File: src/hw/rtl/ps2mpt_pkg.sv
`timescale 1ns / 1ps
// ----------------------------------------------------------------------------
// ps2mpt_pkg
// Shared widths, register indexes and header bit positions for the PS/2
// mouse packet tracker.
// ----------------------------------------------------------------------------
package ps2mpt_pkg;

   localparam int BYTE_BITS   = 8;
   localparam int SIZE_BITS   = 13;
   localparam int CURSOR_BITS = 12;
   localparam int CSR_INDEX_BITS = 2;

   typedef logic [BYTE_BITS-1:0]      byte_type;
   typedef logic [SIZE_BITS-1:0]      size_type;
   typedef logic [CURSOR_BITS-1:0]    cursor_type;
   typedef logic [CSR_INDEX_BITS-1:0] csr_index_type;

   localparam csr_index_type CSR_SCREEN_WIDTH  = 2'd0;
   localparam csr_index_type CSR_SCREEN_HEIGHT = 2'd1;
   localparam csr_index_type CSR_FOUR_BYTE     = 2'd2;

   localparam size_type WIDTH_RESET  = 13'd1024;
   localparam size_type HEIGHT_RESET = 13'd768;

   // header byte layout
   localparam int HDR_LEFT   = 0;
   localparam int HDR_RIGHT  = 1;
   localparam int HDR_MIDDLE = 2;
   localparam int HDR_SYNC   = 3;
   localparam int HDR_X_SIGN = 4;
   localparam int HDR_Y_SIGN = 5;
   localparam int HDR_X_OVF  = 6;
   localparam int HDR_Y_OVF  = 7;

   typedef logic [1:0] byte_pos_type;
   localparam byte_pos_type POS_HEADER = 2'd0;
   localparam byte_pos_type POS_X      = 2'd1;
   localparam byte_pos_type POS_Y      = 2'd2;
   localparam byte_pos_type POS_EXTRA  = 2'd3;

endpackage

File: src/hw/rtl/ps2_mouse_packet_tracker.sv
`timescale 1ns / 1ps
// ----------------------------------------------------------------------------
// ps2_mouse_packet_tracker
// Collects PS/2 mouse bytes into packets, tracks a clamped cursor position
// and reports buttons and status once per completed packet.
// ----------------------------------------------------------------------------
// result: registered, valid in the cycle after the last byte of its packet is taken
// throughput: one byte per cycle, set by the single registered update of the
//   packet state and cursor position, but a packet's last byte stalls while a
//   result waits; the result register lets bytes that complete no packet pass
// reset: synchronous, clears byte position, stored bytes and cursor, screen
//   size returns to 1024 x 768 with three-byte packets
module ps2_mouse_packet_tracker #(
   parameter int POSITION_BITS = 12
) (
   input  logic                       clock,
   input  logic                       reset,
   input  logic                       csr_write_enable,
   input  ps2mpt_pkg::csr_index_type  csr_index,
   input  ps2mpt_pkg::size_type       csr_wdata,
   input  logic                       req_valid,
   output logic                       req_ready,
   input  ps2mpt_pkg::byte_type       req_rx_byte,
   output logic                       rsp_valid,
   input  logic                       rsp_ready,
   output ps2mpt_pkg::cursor_type     rsp_cursor_x,
   output ps2mpt_pkg::cursor_type     rsp_cursor_y,
   output logic                       rsp_left_button,
   output logic                       rsp_middle_button,
   output logic                       rsp_right_button,
   output logic                       rsp_overflow_dropped,
   output logic                       rsp_sync_bit_missing
);
   import ps2mpt_pkg::*;

   localparam int SUM_BITS = POSITION_BITS + 2;
   localparam int CMP_BITS = (SUM_BITS > SIZE_BITS) ? SUM_BITS : SIZE_BITS;
   localparam int OUT_BITS = (POSITION_BITS > CURSOR_BITS) ? POSITION_BITS : CURSOR_BITS;

   typedef logic [POSITION_BITS-1:0] pos_type;
   typedef logic [CMP_BITS-1:0]      cmp_type;

   // configuration
   size_type width_ff, width_in;
   size_type height_ff, height_in;
   logic     four_byte_ff, four_byte_in;

   // packet state
   byte_pos_type byte_pos_ff, byte_pos_in;
   byte_type     header_ff, header_in;
   byte_type     x_byte_ff, x_byte_in;
   byte_type     y_byte_ff, y_byte_in;
   pos_type      pos_x_ff, pos_x_in;
   pos_type      pos_y_ff, pos_y_in;

   // result register
   logic       rsp_valid_ff, rsp_valid_in;
   cursor_type cursor_x_ff, cursor_x_in;
   cursor_type cursor_y_ff, cursor_y_in;
   logic       left_ff, left_in;
   logic       middle_ff, middle_in;
   logic       right_ff, right_in;
   logic       ovf_ff, ovf_in;
   logic       sync_ff, sync_in;

   byte_pos_type     last_pos;
   logic             completes;
   logic             req_fire;
   logic             rsp_fire;
   byte_type         hdr;
   logic             ovf;
   logic signed [8:0] dx;
   logic signed [8:0] dy;
   logic signed [SUM_BITS-1:0] sum_x;
   logic signed [SUM_BITS-1:0] sum_y;
   pos_type          clamp_x;
   pos_type          clamp_y;

   function automatic cmp_type axis_limit(input size_type size);
      size_type lim;
      cmp_type  lim_max;
      cmp_type  lim_ext;
      begin
         lim     = (size == '0) ? '0 : size - size_type'(1);
         lim_max = CMP_BITS'({POSITION_BITS{1'b1}});
         lim_ext = CMP_BITS'(lim);
         axis_limit = (lim_ext > lim_max) ? lim_max : lim_ext;
      end
   endfunction

   function automatic pos_type clamp_axis(input logic signed [SUM_BITS-1:0] sum,
                                          input size_type size);
      cmp_type lim;
      cmp_type sum_ext;
      begin
         lim     = axis_limit(size);
         sum_ext = CMP_BITS'(sum);
         if (sum[SUM_BITS-1]) begin
            clamp_axis = '0;
         end else if (sum_ext > lim) begin
            clamp_axis = lim[POSITION_BITS-1:0];
         end else begin
            clamp_axis = sum[POSITION_BITS-1:0];
         end
      end
   endfunction

   assign last_pos  = four_byte_ff ? POS_EXTRA : POS_Y;
   assign completes = (byte_pos_ff >= last_pos);
   // a byte that finishes no packet never needs the result register
   assign req_ready = !completes || !rsp_valid_ff || rsp_ready;
   assign req_fire  = req_valid && req_ready;
   assign rsp_fire  = rsp_valid_ff && rsp_ready;

   // the third byte of a three-byte packet is the y motion, use it directly
   always_comb begin
      hdr = header_ff;
      ovf = hdr[HDR_X_OVF] || hdr[HDR_Y_OVF];
      dx  = {hdr[HDR_X_SIGN], x_byte_ff};
      if (byte_pos_ff == POS_Y) begin
         dy = {hdr[HDR_Y_SIGN], req_rx_byte};
      end else begin
         dy = {hdr[HDR_Y_SIGN], y_byte_ff};
      end
      sum_x   = $signed({2'b00, pos_x_ff}) + SUM_BITS'(dx);
      sum_y   = $signed({2'b00, pos_y_ff}) - SUM_BITS'(dy);
      clamp_x = clamp_axis(sum_x, width_ff);
      clamp_y = clamp_axis(sum_y, height_ff);
   end

   always_comb begin
      width_in     = width_ff;
      height_in    = height_ff;
      four_byte_in = four_byte_ff;
      if (csr_write_enable) begin
         unique case (csr_index)
            CSR_SCREEN_WIDTH:  width_in     = csr_wdata;
            CSR_SCREEN_HEIGHT: height_in    = csr_wdata;
            CSR_FOUR_BYTE:     four_byte_in = csr_wdata[0];
            default: ;
         endcase
      end
   end

   always_comb begin
      byte_pos_in  = byte_pos_ff;
      header_in    = header_ff;
      x_byte_in    = x_byte_ff;
      y_byte_in    = y_byte_ff;
      pos_x_in     = pos_x_ff;
      pos_y_in     = pos_y_ff;
      rsp_valid_in = rsp_valid_ff && !rsp_fire;
      cursor_x_in  = cursor_x_ff;
      cursor_y_in  = cursor_y_ff;
      left_in      = left_ff;
      middle_in    = middle_ff;
      right_in     = right_ff;
      ovf_in       = ovf_ff;
      sync_in      = sync_ff;
      if (req_fire) begin
         if (!completes) begin
            unique case (byte_pos_ff)
               POS_HEADER: header_in = req_rx_byte;
               POS_X:      x_byte_in = req_rx_byte;
               default:    y_byte_in = req_rx_byte;
            endcase
            byte_pos_in = byte_pos_ff + byte_pos_type'(1);
         end else begin
            if (byte_pos_ff == POS_Y) begin
               y_byte_in = req_rx_byte;
            end
            byte_pos_in = POS_HEADER;
            if (!ovf) begin
               pos_x_in = clamp_x;
               pos_y_in = clamp_y;
            end
            rsp_valid_in = 1'b1;
            cursor_x_in  = ovf ? cursor_type'(OUT_BITS'(pos_x_ff))
                               : cursor_type'(OUT_BITS'(clamp_x));
            cursor_y_in  = ovf ? cursor_type'(OUT_BITS'(pos_y_ff))
                               : cursor_type'(OUT_BITS'(clamp_y));
            left_in      = hdr[HDR_LEFT];
            middle_in    = hdr[HDR_MIDDLE];
            right_in     = hdr[HDR_RIGHT];
            ovf_in       = ovf;
            sync_in      = !hdr[HDR_SYNC];
         end
      end
   end

   always_ff @(posedge clock) begin
      if (reset) begin
         width_ff     <= WIDTH_RESET;
         height_ff    <= HEIGHT_RESET;
         four_byte_ff <= 1'b0;
         byte_pos_ff  <= POS_HEADER;
         header_ff    <= '0;
         x_byte_ff    <= '0;
         y_byte_ff    <= '0;
         pos_x_ff     <= '0;
         pos_y_ff     <= '0;
         rsp_valid_ff <= 1'b0;
      end else begin
         width_ff     <= width_in;
         height_ff    <= height_in;
         four_byte_ff <= four_byte_in;
         byte_pos_ff  <= byte_pos_in;
         header_ff    <= header_in;
         x_byte_ff    <= x_byte_in;
         y_byte_ff    <= y_byte_in;
         pos_x_ff     <= pos_x_in;
         pos_y_ff     <= pos_y_in;
         rsp_valid_ff <= rsp_valid_in;
      end
   end

   always_ff @(posedge clock) begin
      cursor_x_ff <= cursor_x_in;
      cursor_y_ff <= cursor_y_in;
      left_ff     <= left_in;
      middle_ff   <= middle_in;
      right_ff    <= right_in;
      ovf_ff      <= ovf_in;
      sync_ff     <= sync_in;
   end

   assign rsp_valid            = rsp_valid_ff;
   assign rsp_cursor_x         = cursor_x_ff;
   assign rsp_cursor_y         = cursor_y_ff;
   assign rsp_left_button      = left_ff;
   assign rsp_middle_button    = middle_ff;
   assign rsp_right_button     = right_ff;
   assign rsp_overflow_dropped = ovf_ff;
   assign rsp_sync_bit_missing = sync_ff;

endmodule

File: config.mk
export PLATFORM = sky130hd
export DESIGN_NAME = ps2_mouse_packet_tracker
export DESIGN_NICKNAME = d
export VERILOG_FILES = /design/src/hw/rtl/ps2mpt_pkg.sv /design/src/hw/rtl/ps2_mouse_packet_tracker.sv
export SDC_FILE = /design/constraint.sdc
export NUM_CORES = 1
export LEC_CHECK = 0
export BUFFER_PORTS_ARGS = -buffer_cell sky130_fd_sc_hd__buf_2
export CAP_MARGIN = 20
export CORE_MARGIN = 2
export CORE_UTILIZATION = 40
export DETAILED_ROUTE_END_ITERATION = 6
export GPL_TIMING_DRIVEN = 0
export PLACE_DENSITY = 0.69
export SYNTH_ARGS = -nofsm -noshare
export SYNTH_HDL_FRONTEND = slang
export SYNTH_SLANG_ARGS = --single-unit
File: constraint.sdc
create_clock -name clock -period 9.5 [get_ports clock]
set_input_delay 0.95 -clock clock [delete_from_list [all_inputs] [get_ports clock]]
set_output_delay 0.95 -clock clock [all_outputs]
set_load 0.05 [all_outputs]
# --- Word level (Yosys, flattened, before mapping) ---
# Index checks and enable logic that the tools add are counted.
totals:
  register_bits: 107
  input_bits: 28
op_classes:
  n_addsub: 5
  n_lt_le_gt_ge: 5
  eq_ne: 6
  mux: 18
  bitwise: 1
  n_reduce_logical: 22
op_table:
  columns: ["operator", "count"]
  rows:
  - ["$mux 12", 6]
  - ["$mux 13", 4]
  - ["$mux 8", 4]
  - ["$gt 14x13->1", 2]
  - ["$gt 13x12->1 const B", 2]
  - ["$logic_not 13->1", 2]
  - ["$sub 13x1->13 const B", 2]
  - ["$add 13x9->14", 1]
  - ["$sub 13x9->14", 1]
  - ["$reduce_and 3->1", 3]
  - ["$reduce_and 2->1", 4]
  - ["$eq 2x1->1 const B", 2]
  - ["$eq 2x2->1 const B", 2]
  - ["$logic_not 1->1", 4]
  - ["$logic_not 2->1", 2]
  - ["$ne 2x1->1 const B", 2]
  - ["$logic_and 1x1->1", 3]
  - ["$logic_or 1x1->1", 3]
  - ["$mux 1", 3]
  - ["$add 2x1->2 const B", 1]
  - ["$ge 2x2->1", 1]
  - ["$mux 2", 1]
  - ["$reduce_or 2->1", 1]
  - ["$not 1->1", 1]

# --- Longest topological paths before layout ---
# Gate-level depths: netlist of the first run.
depth:
  ltp_word: 8
  depth_mapped: 21
  mapped_depth_nobuf: 19

# --- Least setup slack after synthesis of the first run ---
# OpenSTA, ideal clock, no wires.
synth_path:
  path_kind: "reg2reg"
  start: "register byte_pos_ff[0]"
  end: "register cursor_y_ff[10], in the netlist rsp_cursor_y[10] (data pin)"
  setup_time_ps: 256
  t_arrival_ps: 4430
  required_ps: 9244
  setup_slack_ps: 4814
  stages_incl_launch_ff: 22
  path_buffers: 2
  synth_period_minus_slack_ps: 4686
  cell_sequence: "dfxtp_1 > inv_1 > ha_1 > clkbuf_1 > mux2_2 > ha_1 > fa_1 > nor2b_1 > o31a_1 > o2111ai_1 > nand3_1 > a21oi_1 > o31a_1 > xnor2_1 > ha_1 > nand3_1 > nand2_1 > o41ai_1 > a31oi_1 > clkbuf_1 > mux2i_1 > a22o_1"
synth_between:
  elab_chain_len: 7
synth_lines:
  columns: ["item", "line_no", "rtl"]
  rows:
  - ["start: declaration", "ps2_mouse_packet_tracker.sv:49", "byte_pos_type byte_pos_ff, byte_pos_in;"]
  - ["start signal: assignment", "ps2_mouse_packet_tracker.sv:207", "byte_pos_ff <= byte_pos_in;"]
  - ["$eq 2x2->1 *", "ps2_mouse_packet_tracker.sv:120", "if (byte_pos_ff == POS_Y) begin"]
  - ["$mux 8 *", "ps2_mouse_packet_tracker.sv:120", null]
  - ["$sub 13x9->14 *", "ps2_mouse_packet_tracker.sv:126", "sum_y = $signed({2'b00, pos_y_ff}) - SUM_BITS'(dy);"]
  - ["$gt 14x13->1", "ps2_mouse_packet_tracker.sv:100", "end else if (sum_ext > lim) begin"]
  - ["$mux 12", "ps2_mouse_packet_tracker.sv:100", null]
  - ["$mux 12 *", "ps2_mouse_packet_tracker.sv:98", "if (sum[SUM_BITS-1]) begin"]
  - ["$mux 12 *", null, null]
  - ["end signal: assignment", "ps2_mouse_packet_tracker.sv:219", "cursor_y_ff <= cursor_y_in;"]
  - ["end: declaration", "ps2_mouse_packet_tracker.sv:59", "cursor_type cursor_y_ff, cursor_y_in;"]
# Every way passes the cells marked *; elsewhere a longest branch is shown, timed or not.
# A chain may end at the register's enable or synchronous reset.

# --- Final worst setup path of the first run ---
layout_path:
  start: "register byte_pos_ff[0]"
  end: "register cursor_y_ff[4], in the netlist rsp_cursor_y[4] (data pin)"
# The elaborated chain is that of the path after synthesis.

==> metrics, run 1 <==
post-synthesis sequential area ratio=0.356; Inst Count DP=around 1100; vias in the first global route=approximately 5400; CTS Buf Count=9; fin. max-slew vios=0; H-tree depth=3; clock buffer depth=2; fraction of layout cells with a size suffix above 1=0.117; Die Area=0.0182 mm2; combinational share of power=0.330; share of Yosys cell area claimed by the top area cell type=0.228; Layout Cells excl Fill=1101; FF-to-FF Start=byte_pos_ff[0]; CP cell instances=inv_1 -> ha_1 -> clkbuf_1 -> mux2_2 -> ha_1 -> fa_1 -> nor2b_1 -> o31a_1 -> o2111ai_1 -> nand3_1 -> a21oi_1 -> o31a_1 -> xnor2_1 -> ha_1 -> nand3_1 -> nand2_1 -> o41ai_1 -> a31oi_1 -> clkbuf_1 -> mux2i_1 -> o21ai_0; CTS root buffer=clkbuf_16; Top Ports=59; crit path max fanout=10; net switching power=0.446 mW; CTS Hold Bufs=0; synthesized cell area=0.00684 mm2; WL/cell=14.8 um; clk_lat worst skew=~0.35 ns; Power per Cell Area=171 mW/mm2; Worst Path Buf+Inv=3; CTS sink cnt=107; commonest non-fill, non-tap cell in the layout=nand2_1; leading area contributor after synthesis=dfxtp_1; Critical Path Sink=rsp_cursor_y[4]; drt initial violations=roughly 470; Worst IR Drop VDD=0.101 mV; RSZ-0062 raised after global routing=false; Design Area, Final=about 0.0077 mm2; fill count=1619; delay of the slowest critical-path stage=about 0.57 ns; detailed-placement wirelength estimate=13000 um; Startpoint Class=flop; nets=965; Syn Inst Count=805; worst path required time=roughly 9.6 ns; Clk pwr share=0.287; Pleak=around 3.2 nW; synthesis warning total=0; Reg2Reg Capture Point=rsp_cursor_y[4]; Max-cap violations=0; flop-to-flop setup slack=4.01 ns; Chip Height=135 um; Most common cell on crit path=ha_1; FFs w/ async S/R, synth=0; Worst slew margin=0.551; Worst path slowest cell=clkbuf_1; largest cells by area after synthesis=dfxtp_1 23%, edfxtp_1 13%, ha_1 11%; Sequential Area=0.00243 mm2; CTS tree=yes; total wire length=16300 um; ys flop type=dfxtp_1; Min-Delay Path Class=flop to flop; Netlist cell types=64; post-layout min period=~5.5 ns; first-pass GRT wire length=about 27000 um; critical path startpoint=byte_pos_ff[0]; R2R cell count=21; Seq pwr share=0.383; Sw Share=0.339; GP Congestion=0.863; n_diodes=0; Syn Area/Cell=roughly 8.5 um2; Worst Tran Pin Value=0.674 ns; post-placement cell area=about 0.0074 mm2; area occupied by multi-input gates=0.00411 mm2; Top delay family on crit path=buffers and inverters; Post-synth EDFFs=29; Congestion Overflow GR=0; post-CTS setup repair buffer count=0; outcome=complete, no violations; Die Wd=135 um; CORE AREA=0.0166 mm2; crit end category=flop; Vias=5920; P_int=approximately 0.87 mW; post-CTS sizing=0; Critical Path AT=5.57 ns; vias per cell=5.38; Setup violations, final=0; largest net degree at the start of global routing=30; IO Port Bufs=58; final-report hold violation count=0; clk_skew=around 0.0048 ns; Synth-to-Final Area Change=12.9%; drt drc=0; #FFs+latches synth=around 110; router iterations before antenna repair=5; CP Depth=21; critical path class=flop to flop; setup TNS=0 ns; antenna violations before repair=0; fmax=~180 MHz; final worst path period share=0.578; commonest non-fill, non-tap cells in the layout=128 x nand2_1, 78 x dfxtp_1, 69 x a21oi_1; antenna-violating nets left=0; Row Count=47; Total GRT Usage=0.184; clock slew seen by the registers of the worst setup and hold paths=about 0.070 ns; Initial Utilization=0.411
## cell families (layout without fill, tap and decap cells)
kind of cell | after synthesis | after routing | synth area share
AO/OA/AOI/OAI | 204 | 204 | 0.188
XOR/XNOR | 26 | 26 | 0.0333
adder cells (fa/ha/maj) | 65 | 65 | 0.120
buffers and inverters | 79 | 154 | 0.0435
flip-flops | 107 | 107 | 0.356
multiplexers | 45 | 45 | 0.0677
other | 1 | 2 | 0.000548
AND/OR/NAND/NOR | 278 | 278 | 0.191
## metal layers
layer / routed length (um) / part of all wire / GRT usage
met5: 0 / 0 / 0
met4: 217 / 0.013 / 0.0480
met3: 1050 / 0.064 / 0.0214
met2: 6670 / 0.41 / 0.276
met1: 8360 / 0.51 / 0.278
## state kept, by name, summed over array words and instances (netlist names), 2 cells and up
signal	cells
byte_pos_ff	2
hdr	8
height_ff	13
pos_x_ff	12
pos_y_ff	12
rsp_cursor_x	12
rsp_cursor_y	12
width_ff	13
x_byte_ff	8
y_byte_ff	8
## worst min path at each step
stage / startpoint / to / slack (ns) / depth (start not counted)
floorplan: hdr[0] / rsp_left_button / 0.41 / 0
global placement: hdr[2] / rsp_middle_button / 0.41 / 0
detailed placement: hdr[0] / rsp_left_button / 0.42 / 0
CTS: hdr[0] / rsp_left_button / 0.44 / 0
global route: hdr[1] / rsp_right_button / 0.46 / 0
finish: hdr[0] / rsp_left_button / 0.43 / 0
## synthesized netlist by cell type (all sizes together) (7+ instances only)
cell type and instances:
or2 9, a211oi 9, a21oi 69, inv 47, edfxtp 29, a21o 9
nor3 17, clkbuf 30, nor2 48, ha 59, dfxtp 78, a22o 10
xnor2 17, mux2 10, mux2i 35, nor2b 8, o21ai 40, o21a 7
o31ai 27, nand2 128, nand3 23, xor2 9
## cell type report
class                           count  share of cell area
Sequential cell                   107               0.315
Multi-Input combinational cell    620               0.533
Timing Repair Buffer               59              0.0395
Clock buffer                       10              0.0296
Tap cell                          220              0.0356
Buffer                             32              0.0157
Clock inverter                      6             0.00923
Inverter                           47              0.0228
## power groups by stage
stage	Sequential (mW)	Clock, mW	Combinational [mW]
after global routing	0.506	0.400	0.485
after floorplan	0.525	0	0.308
after global placement	0.514	0	0.424
after CTS	0.504	0.382	0.430
after detailed placement	0.514	0	0.426
final	0.504	0.379	0.435
## metrics by stage
step | total power [mW] | hold slack, ns | setup slack [ns] | util
after floorplan | 0.833 | 0.408 | 4.81 | -
after global placement | 0.938 | 0.415 | 4.14 | 0.445
after detailed placement | 0.940 | 0.419 | 4.07 | 0.445
after CTS | 1.32 | 0.436 | 4.06 | 0.463
after global routing | 1.39 | 0.461 | 3.70 | 0.464
final | 1.32 | 0.431 | 4.01 | 0.464
(Power assumes the default switching activity.)
==> run 2, diff against run 1 <==
--- a/config.mk
+++ b/config.mk
@@ -11,7 +11,7 @@
 export CORE_UTILIZATION = 40
 export DETAILED_ROUTE_END_ITERATION = 6
 export GPL_TIMING_DRIVEN = 0
-export PLACE_DENSITY = 0.69
+export PLACE_DENSITY = 0.71
 export SYNTH_ARGS = -nofsm -noshare
 export SYNTH_HDL_FRONTEND = slang
 export SYNTH_SLANG_ARGS = --single-unit
==> constraint.sdc (replaced) <==
create_clock -name clock -period 4.9 [get_ports clock]
set_input_delay 0.49 -clock clock [delete_from_list [all_inputs] [get_ports clock]]
set_output_delay 0.49 -clock clock [all_outputs]
set_load 0.05 [all_outputs]
==> run 2 against run 1 <==
Compared with the run above:
- via count is 1.6% higher
- wire length up 1.0%
- core utilization grew 0.43 points
- first-iteration DRC count shrank 11%
- largest cell class unchanged
- critical path depth is 1 lower
- clock skew rose by 0.0036 ns
- largest power group unchanged
- worst hold slack got worse by 0.044 ns
- sequential power is 94% higher
- cell count increased by 0.45%
- worst setup slack got worse by 3.7 ns
==> metrics, run 2 (synthesis results as in run 1) <==
critical path startpoint=byte_pos_ff[0] (unchanged); CP Depth=20 (was 21); Worst slew margin=0.543 (was 0.551); first-pass GRT wire length=25900 um (was 26800 um); CTS Buf Count=9 (unchanged); Design Area, Final=0.00780 mm2 (was 0.00772 mm2); post-route met1 wirelength=8470 um (was 8360 um); final worst path period share=0.941 (was 0.578); Vias=6012 (was 5920); total wire length=16500 um (was 16300 um); drt initial violations=414 (was 467); Synth-to-Final Area Change=14.0% (was 12.9%); Setup violations, final=0 (unchanged); Power per Cell Area=338 mW/mm2 (was 171 mW/mm2); Die Wd=135 um (unchanged); CORE AREA=0.0166 mm2 (unchanged); crit path max fanout=5 (was 10); Row Count=47 (unchanged); Pleak=3.26 nW (was 3.22 nW); critical path class=flop to flop (unchanged); DR WL met2=6810 um (was 6670 um); WL/cell=14.9 um (was 14.8 um); top sig layer=met4 (unchanged); Top Ports=59 (unchanged); Worst Tran Pin Value=0.677 ns (was 0.674 ns); HP Start=csr_wdata[9] (was hdr[0]); clock slew seen by the registers of the worst setup and hold paths=0.07 ns (about the same); flop-to-flop setup slack=0.29 ns (was 4.01 ns); H-tree depth=3 (unchanged); Final Hold Slack=0.387 ns (was 0.431 ns); Util after Layout=0.468 (was 0.464); final-report hold violation count=0 (unchanged); fraction of layout cells with a size suffix above 1=0.130 (was 0.117); clk_lat worst skew=0.35 ns (about the same); detailed-placement wirelength estimate=13000 um (about the same); outcome=complete, no violations (unchanged); Worst Path Buf+Inv=3 (unchanged); crit end category=flop (unchanged); router iterations before antenna repair=5 (unchanged); Startpoint Class=flop (unchanged); pre-CTS setup slack=-0.531 ns (was 4.07 ns); Total GRT Usage=0.179 (was 0.184); commonest non-fill, non-tap cells in the layout=128 x nand2_1, 77 x dfxtp_1, 69 x a21oi_1 (was 128 x nand2_1, 78 x dfxtp_1, 69 x a21oi_1); vias in the first global route=5205 (was 5408); Worst IR Drop VDD=0.196 mV (was 0.101 mV); WL met3=1000 um (was 1050 um); drt drc=0 (unchanged); Reg2Reg Capture Point=rsp_cursor_y[0] (was rsp_cursor_y[4]); clk_skew=0.00843 ns (was 0.00479 ns); Initial Utilization=0.411 (unchanged); top flop regs=height_ff x13, width_ff x13 (unchanged); commonest non-fill, non-tap cell in the layout=nand2_1 (unchanged); antenna violations before repair=0 (unchanged); Worst path slowest cell=fa_1 (was clkbuf_1); Hold Path Stages=3 (was 0); fin. max-slew vios=0 (unchanged); n_diodes=0 (unchanged); fill count=1600 (was 1619); FF-to-FF Start=byte_pos_ff[0] (unchanged); RSZ-0062 raised after global routing=false (unchanged); Congestion Overflow GR=0 (unchanged); CP cell instances=inv_2 -> ha_4 -> mux2_2 -> ha_1 -> fa_1 -> nor2b_1 -> o31a_1 -> o2111ai_1 -> nand3_1 -> a21oi_1 -> o31a_1 -> xnor2_1 -> ha_1 -> nand3_1 -> o41ai_1 -> a31oi_1 -> buf_4 -> buf_4 -> mux2_2 -> a22o_1 (was inv_1 -> ha_1 -> clkbuf_1 -> mux2_2 -> ha_1 -> fa_1 -> nor2b_1 -> o31a_1 -> o2111ai_1 -> nand3_1 -> a21oi_1 -> o31a_1 -> xnor2_1 -> ha_1 -> nand3_1 -> nand2_1 -> o41ai_1 -> a31oi_1 -> clkbuf_1 -> mux2i_1 -> o21ai_0); post-layout min period=4.61 ns (was 5.49 ns); worst setup margin=0.287 ns (was 4.01 ns); Max-cap violations=0 (unchanged); Die Area=0.0182 mm2 (unchanged); Min-Delay Path Class=input port to flop (was flop to flop); post-placement cell area=0.00741 mm2 (unchanged); vias per cell=5.44 (was 5.38); antenna-violating nets left=0 (unchanged); Top delay family on crit path=compound AO/OA/AOI/OAI gates (was buffers and inverters); clock buffer depth=2 (unchanged); Tot Pwr=2.63 mW (was 1.32 mW); R2R cell count=20 (was 21); Chip Height=135 um (unchanged); Critical Path AT=4.72 ns (was 5.57 ns); fmax=217 MHz (was 182 MHz); worst path required time=5.01 ns (was 9.58 ns); CTS tree=yes (unchanged); GP Congestion=0.880 (was 0.863); IO Port Bufs=58 (unchanged); WHS Endpoint=height_ff[9] (was rsp_left_button); nets=970 (was 965); CTS root buffer=clkbuf_16 (unchanged); largest net degree at the start of global routing=30 (unchanged); CTS sink cnt=107 (unchanged); delay of the slowest critical-path stage=0.41 ns (was 0.57 ns)
-- run 2: cell type report --
type	count	area [um2]	share of cell area
buffer	31	123	0.0157
sequential	107	2430	0.312
tap	220	275	0.0353
timing repair buffer	65	354	0.0454
multi-input combinational	620	4130	0.530
clock buffer	11	243	0.0311
inverter	47	176	0.0226
clock inverter	5	60.1	0.00770
-- run 2: power breakdown --
group / internal (mW) / switching, mW
Clock: 0.413 / 0.321
Combinational: 0.380 / 0.540
Sequential: 0.954 / 0.0235
-- run 2: repair_timing --
action                                  in CTS  in global routing
gates cloned                                 0                  1
hold buffers                                 0                  0
gates resized for setup                      3                  8
endpoints found under the setup margin      22                 37
buffers inserted                             0                  5
-- run 2: worst register-to-register path, delay by kind of cell, from the launching register on --
kind | cells | cell delay, ns
compound gates | 7 | 1.31
fa+ha+maj | 4 | 1.11
xor+xnor | 1 | 0.14
buf+inv | 3 | 0.43
flops | 1 | 0.32
simple gates | 3 | 0.43
mux | 2 | 0.64
-- run 2: worst max path at each step --
stage / to / slack [ns]
floorplan: rsp_cursor_y[10] / 0.21
global placement: rsp_cursor_y[6] / -0.47
detailed placement: rsp_cursor_y[8] / -0.53
CTS: rsp_cursor_y[8] / 0.01
global route: rsp_cursor_x[5] / 0.07
finish: rsp_cursor_y[0] / 0.29
-- run 2: layer usage --
layer,GRT usage,vias to the layer above
met4,0.0468,0
li1,-,3045
met5,0,-
met1,0.276,2741
met2,0.261,212
met3,0.0252,14
-- run 2: through the flow --
stage	TNS (ns)	std cells
final	0	1106
after global routing	0	1106
after CTS	0	1099
after detailed placement	-8.88	1084
after global placement	-7.54	1084
after floorplan	0	806
